--- src/hdl/spd_pkg.sv ---
// ----------------------------------------------------------------------------
// spd_pkg
// Shared types, constants and the byte-wise crc step for the stx packet
// deframer.
// ----------------------------------------------------------------------------
package spd_pkg;

	localparam int BYTE_W   = 8;
	localparam int ADDR_W   = 7;
	localparam int CRC_W    = 16;
	localparam int POS_W    = 9;
	localparam int CFG_IDX_W = 2;
	localparam int CFG_W    = 16;

	localparam logic [BYTE_W-1:0] START_BYTE_DEF = 8'd127;

	localparam logic [POS_W-1:0] FRAME_OVERHEAD = 9'd5;
	localparam logic [POS_W-1:0] HEADER_LEN     = 9'd3;
	localparam logic [POS_W-1:0] POS_ADDR       = 9'd1;
	localparam logic [POS_W-1:0] POS_LEN        = 9'd2;
	localparam logic [POS_W-1:0] POS_MAX        = 9'd260;

	localparam logic [ADDR_W-1:0] DEV_ADDR_RST = 7'd0;
	localparam logic [CRC_W-1:0]  CRC_SEED_RST = 16'hFFFF;
	localparam logic [CRC_W-1:0]  CRC_POLY_RST = 16'h8005;

	typedef enum logic [CFG_IDX_W-1:0] {
		REG_DEV_ADDR = 2'd0,
		REG_CRC_SEED = 2'd1,
		REG_CRC_POLY = 2'd2
	} cfg_reg_t;

	typedef enum logic [1:0] {
		FS_OK         = 2'd0,
		FS_WRONG_ADDR = 2'd1,
		FS_BAD_CRC    = 2'd2
	} frame_status_t;

	// msb-first crc-16 over one byte, implicit top bit
	function automatic logic [CRC_W-1:0] crc_update(
		input logic [CRC_W-1:0]  crc_in,
		input logic [BYTE_W-1:0] data,
		input logic [CRC_W-1:0]  poly
	);
		logic [CRC_W-1:0] c;
		c = crc_in ^ {data, 8'h00};
		for (int i = 0; i < BYTE_W; i++) begin
			if (c[CRC_W-1]) begin
				c = {c[CRC_W-2:0], 1'b0} ^ poly;
			end else begin
				c = {c[CRC_W-2:0], 1'b0};
			end
		end
		return c;
	endfunction

endpackage

--- src/hdl/stx_stuffed_packet_deframer.sv ---
// ----------------------------------------------------------------------------
// stx_stuffed_packet_deframer
// Receives raw serial bytes, removes doubled stx stuffing, tracks the frame
// layout and checks address and crc-16, one result item per input byte.
// ----------------------------------------------------------------------------
//  channel  | handshake            | payload
//  ---------+----------------------+------------------------------------------
//  in       | in_valid / in_ready  | rx_byte
//  out      | out_valid / out_ready| content_*, restarted, frame_*, seq_bit,
//           |                      | payload_len
//  cfg      | cfg_wr_en            | cfg_index, cfg_data
//
//  a result is registered: an accepted item enters the input register, then
//  the frame logic and crc step write its result into the result register
//  one item per cycle is sustained unless a stalled result holds the pipe;
//  one more item then waits in the input register; the 8-bit crc step is the
//  longest path; reset clears frame state and loads the register defaults
// ----------------------------------------------------------------------------
module stx_stuffed_packet_deframer #(
	parameter logic [spd_pkg::BYTE_W-1:0] START_BYTE = spd_pkg::START_BYTE_DEF
) (
	input  logic                            clk,
	input  logic                            arst_n,

	input  logic                            cfg_wr_en,
	input  logic [spd_pkg::CFG_IDX_W-1:0]   cfg_index,
	input  logic [spd_pkg::CFG_W-1:0]       cfg_data,

	input  logic                            in_valid,
	output logic                            in_ready,
	input  logic [spd_pkg::BYTE_W-1:0]      rx_byte,

	output logic                            out_valid,
	input  logic                            out_ready,
	output logic                            content_valid,
	output logic [spd_pkg::BYTE_W-1:0]      content_byte,
	output logic [spd_pkg::POS_W-1:0]       content_pos,
	output logic                            restarted,
	output logic                            frame_end,
	output logic [1:0]                      frame_status,
	output logic                            seq_bit,
	output logic [spd_pkg::BYTE_W-1:0]      payload_len
);
	import spd_pkg::*;

	// configuration
	logic [ADDR_W-1:0] dev_addr_q;
	logic [CRC_W-1:0]  crc_seed_q;
	logic [CRC_W-1:0]  crc_poly_q;

	// input register
	logic              valid_s1;
	logic [BYTE_W-1:0] byte_s1;

	// frame state
	logic [POS_W-1:0]  pos_q;
	logic              len_known_q;
	logic              stuff_q;
	logic [CRC_W-1:0]  crc_q;
	logic [BYTE_W-1:0] addr_byte_q;
	logic [BYTE_W-1:0] len_byte_q;
	logic [BYTE_W-1:0] crc_low_q;

	logic advance;

	// next-state and result logic
	logic              is_stx;
	logic              do_add;
	logic              restart;
	logic [POS_W-1:0]  p_eff;
	logic [CRC_W-1:0]  crc_eff;
	logic              lk_eff;
	logic [CRC_W-1:0]  crc_step;
	logic [POS_W-1:0]  p_inc;
	logic [POS_W-1:0]  crc_end_pos;
	logic [POS_W-1:0]  total;
	logic              ends;
	frame_status_t     status;

	logic [POS_W-1:0]  pos_d;
	logic              len_known_d;
	logic              stuff_d;
	logic [CRC_W-1:0]  crc_d;
	logic [BYTE_W-1:0] addr_byte_d;
	logic [BYTE_W-1:0] len_byte_d;
	logic [BYTE_W-1:0] crc_low_d;

	assign advance  = valid_s1 && (!out_valid || out_ready);
	assign in_ready = !valid_s1 || advance;

	always_ff @(posedge clk or negedge arst_n) begin
		if (!arst_n) begin
			dev_addr_q <= DEV_ADDR_RST;
			crc_seed_q <= CRC_SEED_RST;
			crc_poly_q <= CRC_POLY_RST;
		end else if (cfg_wr_en) begin
			unique case (cfg_reg_t'(cfg_index))
				REG_DEV_ADDR: dev_addr_q <= cfg_data[ADDR_W-1:0];
				REG_CRC_SEED: crc_seed_q <= cfg_data[CRC_W-1:0];
				REG_CRC_POLY: crc_poly_q <= cfg_data[CRC_W-1:0];
				default: ;
			endcase
		end
	end

	always_ff @(posedge clk or negedge arst_n) begin
		if (!arst_n) begin
			valid_s1 <= 1'b0;
		end else if (in_ready) begin
			valid_s1 <= in_valid;
		end
	end

	always_ff @(posedge clk) begin
		if (in_valid && in_ready) begin
			byte_s1 <= rx_byte;
		end
	end

	always_comb begin
		is_stx      = (byte_s1 == START_BYTE);
		restart     = 1'b0;
		do_add      = 1'b0;
		p_eff       = pos_q;
		crc_eff     = crc_q;
		lk_eff      = len_known_q;

		pos_d       = pos_q;
		len_known_d = len_known_q;
		stuff_d     = stuff_q;
		crc_d       = crc_q;
		addr_byte_d = addr_byte_q;
		len_byte_d  = len_byte_q;
		crc_low_d   = crc_low_q;

		if (pos_q == '0) begin
			if (is_stx) begin
				pos_d       = POS_ADDR;
				crc_d       = crc_seed_q;
				len_known_d = 1'b0;
				stuff_d     = 1'b0;
			end
		end else if (stuff_q) begin
			stuff_d = 1'b0;
			do_add  = 1'b1;
			if (!is_stx) begin
				restart = 1'b1;
				p_eff   = POS_ADDR;
				crc_eff = crc_seed_q;
				lk_eff  = 1'b0;
			end
		end else if (is_stx) begin
			stuff_d = 1'b1;
		end else begin
			do_add = 1'b1;
		end

		crc_step    = crc_update(crc_eff, byte_s1, crc_poly_q);
		p_inc       = p_eff + 9'd1;
		crc_end_pos = {1'b0, len_byte_q} + HEADER_LEN;
		total       = {1'b0, len_byte_q} + FRAME_OVERHEAD;
		ends        = do_add && lk_eff && (p_inc == total);

		if ((addr_byte_q[ADDR_W-1:0]) != dev_addr_q) begin
			status = FS_WRONG_ADDR;
		end else if (crc_low_q == crc_eff[7:0] && byte_s1 == crc_eff[15:8]) begin
			status = FS_OK;
		end else begin
			status = FS_BAD_CRC;
		end

		if (do_add) begin
			pos_d       = p_inc;
			crc_d       = crc_eff;
			len_known_d = lk_eff;
			if (p_eff == POS_ADDR) begin
				addr_byte_d = byte_s1;
				crc_d       = crc_step;
			end else if (p_eff == POS_LEN) begin
				len_byte_d  = byte_s1;
				len_known_d = 1'b1;
				crc_d       = crc_step;
			end else if (lk_eff && p_eff < crc_end_pos) begin
				crc_d = crc_step;
			end else if (lk_eff && p_eff == crc_end_pos) begin
				crc_low_d = byte_s1;
			end
			if (ends) begin
				pos_d       = '0;
				stuff_d     = 1'b0;
				len_known_d = 1'b0;
			end
		end
	end

	always_ff @(posedge clk or negedge arst_n) begin
		if (!arst_n) begin
			pos_q       <= '0;
			len_known_q <= 1'b0;
			stuff_q     <= 1'b0;
			crc_q       <= CRC_SEED_RST;
			addr_byte_q <= '0;
			len_byte_q  <= '0;
			crc_low_q   <= '0;
		end else if (advance) begin
			pos_q       <= pos_d;
			len_known_q <= len_known_d;
			stuff_q     <= stuff_d;
			crc_q       <= crc_d;
			addr_byte_q <= addr_byte_d;
			len_byte_q  <= len_byte_d;
			crc_low_q   <= crc_low_d;
		end
	end

	// result register
	always_ff @(posedge clk or negedge arst_n) begin
		if (!arst_n) begin
			out_valid <= 1'b0;
		end else if (advance) begin
			out_valid <= 1'b1;
		end else if (out_ready) begin
			out_valid <= 1'b0;
		end
	end

	always_ff @(posedge clk) begin
		if (advance) begin
			content_valid <= do_add;
			content_byte  <= do_add ? byte_s1 : '0;
			content_pos   <= do_add ? p_eff : '0;
			restarted     <= restart;
			frame_end     <= ends;
			frame_status  <= ends ? status : FS_OK;
			seq_bit       <= ends ? addr_byte_q[BYTE_W-1] : 1'b0;
			payload_len   <= ends ? len_byte_q : '0;
		end
	end

	a_stuff_in_frame: assert property (@(posedge clk) disable iff (!arst_n)
		stuff_q |-> (pos_q != '0))
		else $error("stuff pending outside a frame");

	a_pos_range: assert property (@(posedge clk) disable iff (!arst_n)
		pos_q <= POS_MAX)
		else $error("frame position out of range");

	a_restart_pos: assert property (@(posedge clk) disable iff (!arst_n)
		(out_valid && restarted) |-> (content_valid && content_pos == POS_ADDR))
		else $error("restart not reported at address position");

	a_end_content: assert property (@(posedge clk) disable iff (!arst_n)
		(out_valid && frame_end) |-> (content_valid && content_pos >= FRAME_OVERHEAD - 9'd1))
		else $error("frame end without final content byte");

	a_end_idle: assert property (@(posedge clk) disable iff (!arst_n)
		(advance && ends) |=> (pos_q == '0 && !stuff_q && !len_known_q))
		else $error("frame state not cleared at frame end");

endmodule
--- config.mk ---
export PLATFORM = sky130hd
export DESIGN_NAME = stx_stuffed_packet_deframer
export DESIGN_NICKNAME = d
export VERILOG_FILES = /design/src/hdl/spd_pkg.sv /design/src/hdl/stx_stuffed_packet_deframer.sv
export SDC_FILE = /design/constraint.sdc
export NUM_CORES = 1
export LEC_CHECK = 0
export BUFFER_PORTS_ARGS = -buffer_cell sky130_fd_sc_hd__buf_2
export CAP_MARGIN = 20
export CORE_ASPECT_RATIO = 0.6
export CORE_UTILIZATION = 23
export DETAILED_ROUTE_END_ITERATION = 16
export GPL_TIMING_DRIVEN = 0
export PLACE_DENSITY_LB_ADDON = 0.08
export SETUP_SLACK_MARGIN = 0.05
export SLEW_MARGIN = 20
export SYNTH_ARGS = -nofsm -noshare
export SYNTH_HDL_FRONTEND = slang
export SYNTH_SLANG_ARGS = --single-unit
--- constraint.sdc ---
create_clock -name clk -period 13.35 [get_ports clk]
set_input_delay 2.0025 -clock clk [delete_from_list [all_inputs] [get_ports clk]]
set_output_delay 2.0025 -clock clk [all_outputs]
set_load 0.02 [all_outputs]
# ---- Yosys cells after proc, flatten, opt, wreduce, memory -nomap -nowiden
# Index checks and enable logic that the tools add are counted.
# Widths: inputs -> output; s select.
dict set report word_totals {
  reg_bits 131
  in_bits 31
  wordCells 121
}
dict set report classes {
  n_addsub 3
  muxes 46
  bitwise 14
  magnitude_cmp 1
  eq_ne 10
  reduce_logical 25
}
# operator n
set ops {}
lappend ops {{$mux 16} 17}
lappend ops {{$xor 16x16->16} 9}
lappend ops {{$mux 9} 7}
lappend ops {{$mux 1} 21}
lappend ops {{$eq 9x9->1} 2}
lappend ops {{$eq 8x8->1} 2}
lappend ops {{$add 8x2->9 const B} 1}
lappend ops {{$add 8x3->9 const B} 1}
lappend ops {{$add 9x1->9 const B} 1}
lappend ops {{$eq 9x1->1 const B} 1}
lappend ops {{$eq 9x2->1 const B} 1}
lappend ops {{$logic_not 9->1} 1}
lappend ops {{$lt 9x9->1} 1}
lappend ops {{$eq 8x7->1 const B} 1}
lappend ops {{$logic_and 1x1->1} 7}
lappend ops {{$ne 7x7->1} 1}
lappend ops {{$reduce_and 2->1} 3}
lappend ops {{$reduce_and 3->1} 2}
lappend ops {{$reduce_and 6->1} 1}
lappend ops {{$reduce_bool 2->1} 3}
lappend ops {{$not 1->1} 5}
lappend ops {{$reduce_and 4->1} 1}
lappend ops {{$reduce_or 2->1} 2}
lappend ops {{$eq 2x1->1 const B} 1}
lappend ops {{5 further kinds} 7}

# ---- Depth between registers and ports, before layout
dict set report depth {
  ltp_word 25
  depth_mapped 25
}

# ---- Worst setup path after synthesis
# No wires, ideal clock.
dict set report synth_path {
  path_kind {flip-flop to flip-flop}
  start {reg pos_q[4]}
  end {reg pos_q[3]}
  arrival_ns 4.300
  synth_period_minus_slack_ns 4.366
  path_stages_with_launch 22
  n_path_buf 3
  slack_ns 8.984
  cell_sequence {dfrtp_1 -> nor4_4 -> nand3_2 -> nand2_1 -> clkinv_1 -> buf_1 -> clkbuf_1 -> nor2_1 -> inv_1 -> ha_1 -> nand3_1 -> xor2_1 -> nor2_1 -> xnor2_1 -> xnor2_1 -> a31oi_1 -> nor3_1 -> and3_1 -> or3_1 -> clkbuf_1 -> or3b_2 -> nand2_1}
}
dict set report synth_via {
  elab_cells_between_ends 15
  cone_classes {1 x add/sub; 1 x eq/ne; 7 x mux; 6 x reduce/logical}
}
# item line
set synth_rtl {}
lappend synth_rtl {{start: declaration} stx_stuffed_packet_deframer.sv:56} ;# logic [POS_W-1:0] pos_q;
lappend synth_rtl {{start signal: assignment} stx_stuffed_packet_deframer.sv:206} ;# pos_q <= pos_d;
lappend synth_rtl {{$logic_not 9->1 (*)} stx_stuffed_packet_deframer.sv:136} ;# if (pos_q == '0) begin
lappend synth_rtl {{$mux 9 (*)} stx_stuffed_packet_deframer.sv:136}
lappend synth_rtl {{net p_eff[0]} stx_stuffed_packet_deframer.sv:70} ;# logic [POS_W-1:0] p_eff;
lappend synth_rtl {{$add 9x1->9 (*)} stx_stuffed_packet_deframer.sv:159} ;# p_inc = p_eff + 9'd1;
lappend synth_rtl {{$eq 9x9->1} stx_stuffed_packet_deframer.sv:162} ;# ends = do_add && lk_eff && (p_inc == total);
lappend synth_rtl {{$logic_and 1x1->1} stx_stuffed_packet_deframer.sv:162}
lappend synth_rtl {{$mux 9 (*)} stx_stuffed_packet_deframer.sv:188} ;# if (ends) begin
lappend synth_rtl {{$mux 9 (*)} stx_stuffed_packet_deframer.sv:172} ;# if (do_add) begin
# The timed path passes the listed nets; every way through them passes the cells marked *.
# A chain may end at the register's enable or synchronous reset.

# ---- Final worst setup path
dict set report layout_path {
  start {reg byte_s1[7]}
  end {reg crc_q[15]}
}
dict set report layout_via {
  elab_chain_cells 25
  elab_cells_between_ends 41
  cone_classes {1 x order compare; 3 x eq/ne; 24 x mux; 9 x bitwise; 4 x reduce/logical}
}
# item line
set layout_rtl {}
lappend layout_rtl {{start: declaration} stx_stuffed_packet_deframer.sv:53} ;# logic [BYTE_W-1:0] byte_s1;
lappend layout_rtl {{start signal: assignment} stx_stuffed_packet_deframer.sv:116} ;# byte_s1 <= rx_byte;
lappend layout_rtl {{$eq 8x7->1} stx_stuffed_packet_deframer.sv:121} ;# is_stx = (byte_s1 == START_BYTE);
lappend layout_rtl {{$mux 16} stx_stuffed_packet_deframer.sv:146} ;# if (!is_stx) begin
lappend layout_rtl {{$mux 16} stx_stuffed_packet_deframer.sv:143} ;# end else if (stuff_q) begin
lappend layout_rtl {{$mux 16} stx_stuffed_packet_deframer.sv:136}
lappend layout_rtl {{$xor 16x16->16} spd_pkg.sv:46} ;# c = crc_in ^ {data, 8'h00};
lappend layout_rtl {{$xor 16x16->16} spd_pkg.sv:49} ;# c = {c[CRC_W-2:0], 1'b0} ^ poly;
lappend layout_rtl {{$mux 16} spd_pkg.sv:48} ;# if (c[CRC_W-1]) begin
lappend layout_rtl {{$xor 16x16->16} spd_pkg.sv:49}
lappend layout_rtl {{[9 not listed]} --}
lappend layout_rtl {{$xor 16x16->16} spd_pkg.sv:49}
lappend layout_rtl {{$mux 16} spd_pkg.sv:48}
lappend layout_rtl {{$xor 16x16->16} spd_pkg.sv:49}
lappend layout_rtl {{$mux 16} spd_pkg.sv:48}
lappend layout_rtl {{$mux 16} stx_stuffed_packet_deframer.sv:183} ;# end else if (lk_eff && p_eff < crc_end_pos) begin
lappend layout_rtl {{$mux 16} stx_stuffed_packet_deframer.sv:179} ;# end else if (p_eff == POS_LEN) begin
lappend layout_rtl {{$mux 16} stx_stuffed_packet_deframer.sv:176} ;# if (p_eff == POS_ADDR) begin
lappend layout_rtl {{$mux 16} stx_stuffed_packet_deframer.sv:172}
lappend layout_rtl {{end signal: assignment} stx_stuffed_packet_deframer.sv:209} ;# crc_q <= crc_d;
lappend layout_rtl {{end: declaration} stx_stuffed_packet_deframer.sv:59} ;# logic [CRC_W-1:0] crc_q;
# Parallel ways exist; a longest one is shown, timed or not.

==> impl_metrics.ini <==
[outcome]
status = finished clean

[cts]
insertion_delay_ns = 0.44
cts_tree = built
post_cts_buffers = 0
hold_buffers = 0
cts_root_buf = clkbuf_16
cts_sinks = 131
cts_buffers = 17
clk_pin_slew_ns = 0.06
clk_path_buf_depth = 2
cts_resized = 0
htreeDepth = 4

[timing]
finalSetupViolations = 0
hold_violations = 0
fin_crit_sh = 0.473
fmax_mhz = 158
rsz0062_at_grt = no
layout_min_cycle_time_ns = 6.32
fin_worst_skew_ns = 0.0125
drv_slew = 0
relSlewSlack = 0.318
tns_ns = 0
worst_slew_pin_slew_ns = 1.02

[logic_synthesis]
yosys.area_share.simple = 0.190
synth_xor_area_frac = 0.153
ys_seq_elements = 131
synth_top_family_by_area = simple AND/OR/NAND/NOR gates
netlist_area_um2 = 9130
ys.warnings.count = 0
synth_edf_count = 39
syn_inst = 959
syn_nets = 1004
synth_cell_types = 80
yosys-mux-area-fraction = 0.101
yosysSeqAreaShare = 0.385
async_reset_ff_frac = 0.702
synth_area_per_cell_um2 = 9.52
synthAdderAreaFrac = 0.0192
synth_compound_area_frac = 0.117
ys.flop_type = dfrtp_1

[grt]
antenna_found_initial = 2
grt_pass1_wl_um = 48300
grtUsageTotal = 0.163
grt_max_degree = 64
grt_overflow = 0
grt_pass1_vias = 7294

[flow_run]
drv_cap = 0

[setup_path]
critical_path_peak_fanout = 10
required_ns = 13.66
worstPathCellList = nand4b_1 > o21a_1 > nand2_1 > clkinv_1 > buf_1 > clkbuf_1 > nor2_1 > ha_1 > nor2b_1 > o21ai_0 > nand2b_1 > a21oi_1 > nor2b_1 > o21ai_0 > nand2b_1 > a21oi_1 > nor2b_1 > o21ai_0 > a21oi_1 > nand3_1 > o21ai_0 > a222oi_1
r2r_cells = 22
crit_arrival_ns = 6.62
crit_type = reg -> reg
cpPeakStageDelay_ns = 0.88
crit_top_cell = o21ai_0
worstSetupStartpointType = flop
endpoint_kind = flop
worst_path_max_delay_cell = o21ai_0

[cells_and_area]
fillers = 4206
fin_nets = 1088
syn_to_final_growth_pct = 17.6
drive_gt1_frac = 0.222
final_cell_mix = nand2_1 (131), xnor2_1 (96), buf_2 (69)
final_common_cell = nand2_1

[die]
num_rows = 56
die_x_um = 259
die_area_um2 = 40500
io_pins = 64
start_util = 0.234
core_area_um2 = 39100
die_h_um = 156

[detailed_routing]
route.detailed.drc = 0
wl_um = 31900
dr.pass1.iters = 6
route.vias.total = 7374
ant_nets = 0
routed_via_density = 4.67
drtIter0Drc = 477
wl_per_cell_um = 20.2

[worst_hold_path]
min_path_type = reg -> reg
hold-path-cell-count = 1

[placed_design]
dp_hpwl_um = 24500
numPortBuffers = 63
gp_congestion = 0.814
-- through the flow --
step                      utilization  worst slack [ns]  hold WS (ns)  instances  instance area, µm²
final                           0.275              7.03         0.502       1579               10700
after global routing            0.275              6.39         0.521       1578               10700
after CTS                       0.274              7.00         0.498       1578               10700
after floorplan                     -              8.98         0.457        959                9130
after global placement          0.258              6.93         0.482       1544               10100
after detailed placement        0.260              7.03         0.489       1546               10200
-- metal layers --
layer	global-route usage	part of all wire	vias to the layer above
li1	-	-	3554
met1	0.271	0.58	3634
met2	0.204	0.37	166
met3	0.0321	0.043	20
met4	0.0345	0.0084	0
met5	0	0	-
-- cells by family (layout without fill, tap and decap cells) --
logic type / Yosys count / after routing
xor+xnor: 142 / 142
fa+ha+maj: 14 / 14
mux: 84 / 84
simple gates: 350 / 350
other cells: 0 / 1
buf+inv: 78 / 175
flops: 131 / 131
compound gates: 160 / 160
-- final cells by class --
type | instances | area [µm²] | area share
Buffer | 54 | 230 | 0.0214
Timing Repair Buffer | 65 | 369 | 0.0344
Inverter | 24 | 90.1 | 0.00839
Multi-Input combinational cell | 750 | 5310 | 0.495
Clock buffer | 19 | 453 | 0.0422
Tap cell | 522 | 653 | 0.0608
Sequential cell | 131 | 3520 | 0.327
Clock inverter | 13 | 114 | 0.0106
Antenna cell | 1 | 2.50 | 0.000233
-- worst paths after layout --
| check | end | startpoint | slack, ns |
|---|---|---|---|
| worst max register to register | crc_q[15] | byte_s1[7] | 7.03 |
| min in group asynchronous | pos_q[3] | arst_n | 1.46 |
| worst max-delay path | crc_q[15] | byte_s1[7] | 7.03 |
| max in group asynchronous | crc_q[3] | arst_n | 11.18 |
| worst min register to register | out_valid | valid_s1 | 0.50 |
| worst min-delay path | out_valid | valid_s1 | 0.50 |
-- synth_stat cells, drive strengths merged (2+ instances only) --
library cell / n / area [µm²]
nand2b: 12 / 75.1
nor2: 56 / 213
mux2i: 20 / 200
or2: 4 / 27.5
o22ai: 9 / 62.6
nand4b: 3 / 26.3
a32oi: 2 / 17.5
o21a: 4 / 30.0
o211ai: 5 / 42.5
o31ai: 5 / 37.5
and4: 3 / 26.3
nor2b: 24 / 150
a211oi: 6 / 50.1
and3: 20 / 125
edfxtp: 39 / 1170
ha: 14 / 175
nand2: 131 / 492
o21ai: 48 / 244
o221ai: 8 / 70.1
nor3: 24 / 130
a31o: 2 / 17.5
nor4: 8 / 71.3
nand3: 18 / 95.1
xnor3: 9 / 203
xor2: 34 / 313
nand4: 7 / 43.8
xnor2: 99 / 882
a31oi: 11 / 68.8
mux2: 64 / 721
a22oi: 10 / 80.1
dfstp: 35 / 920
inv: 22 / 82.6
and2: 25 / 156
or3: 6 / 37.5
clkbuf: 41 / 154
nor3b: 3 / 22.5
dfrtp: 57 / 1430
buf: 13 / 76.3
clkinv: 2 / 7.51
o32ai: 2 / 17.5
nand3b: 4 / 30.0
a21oi: 29 / 145
-- critical path: cells and delay by family, from the launching register on --
kind / cells / cell delay, ns
adder cells (fa/ha/maj): 1 / 0.24
buffers and inverters: 3 / 1.40
AO/OA/AOI/OAI: 9 / 2.32
AND/OR/NAND/NOR: 9 / 1.44
flip-flops: 1 / 0.76
-- state kept, by name (all words and copies together) (netlist names), 9 cells and up --
| register | cells |
|---|---|
| pos_q | 9 |
| content_pos | 9 |
| crc_q | 16 |
| crc_seed_q | 16 |
| crc_poly_q | 16 |
Power is not shown: default switching activity piles up to over one toggle a cycle in this logic, so the estimate is an artifact.
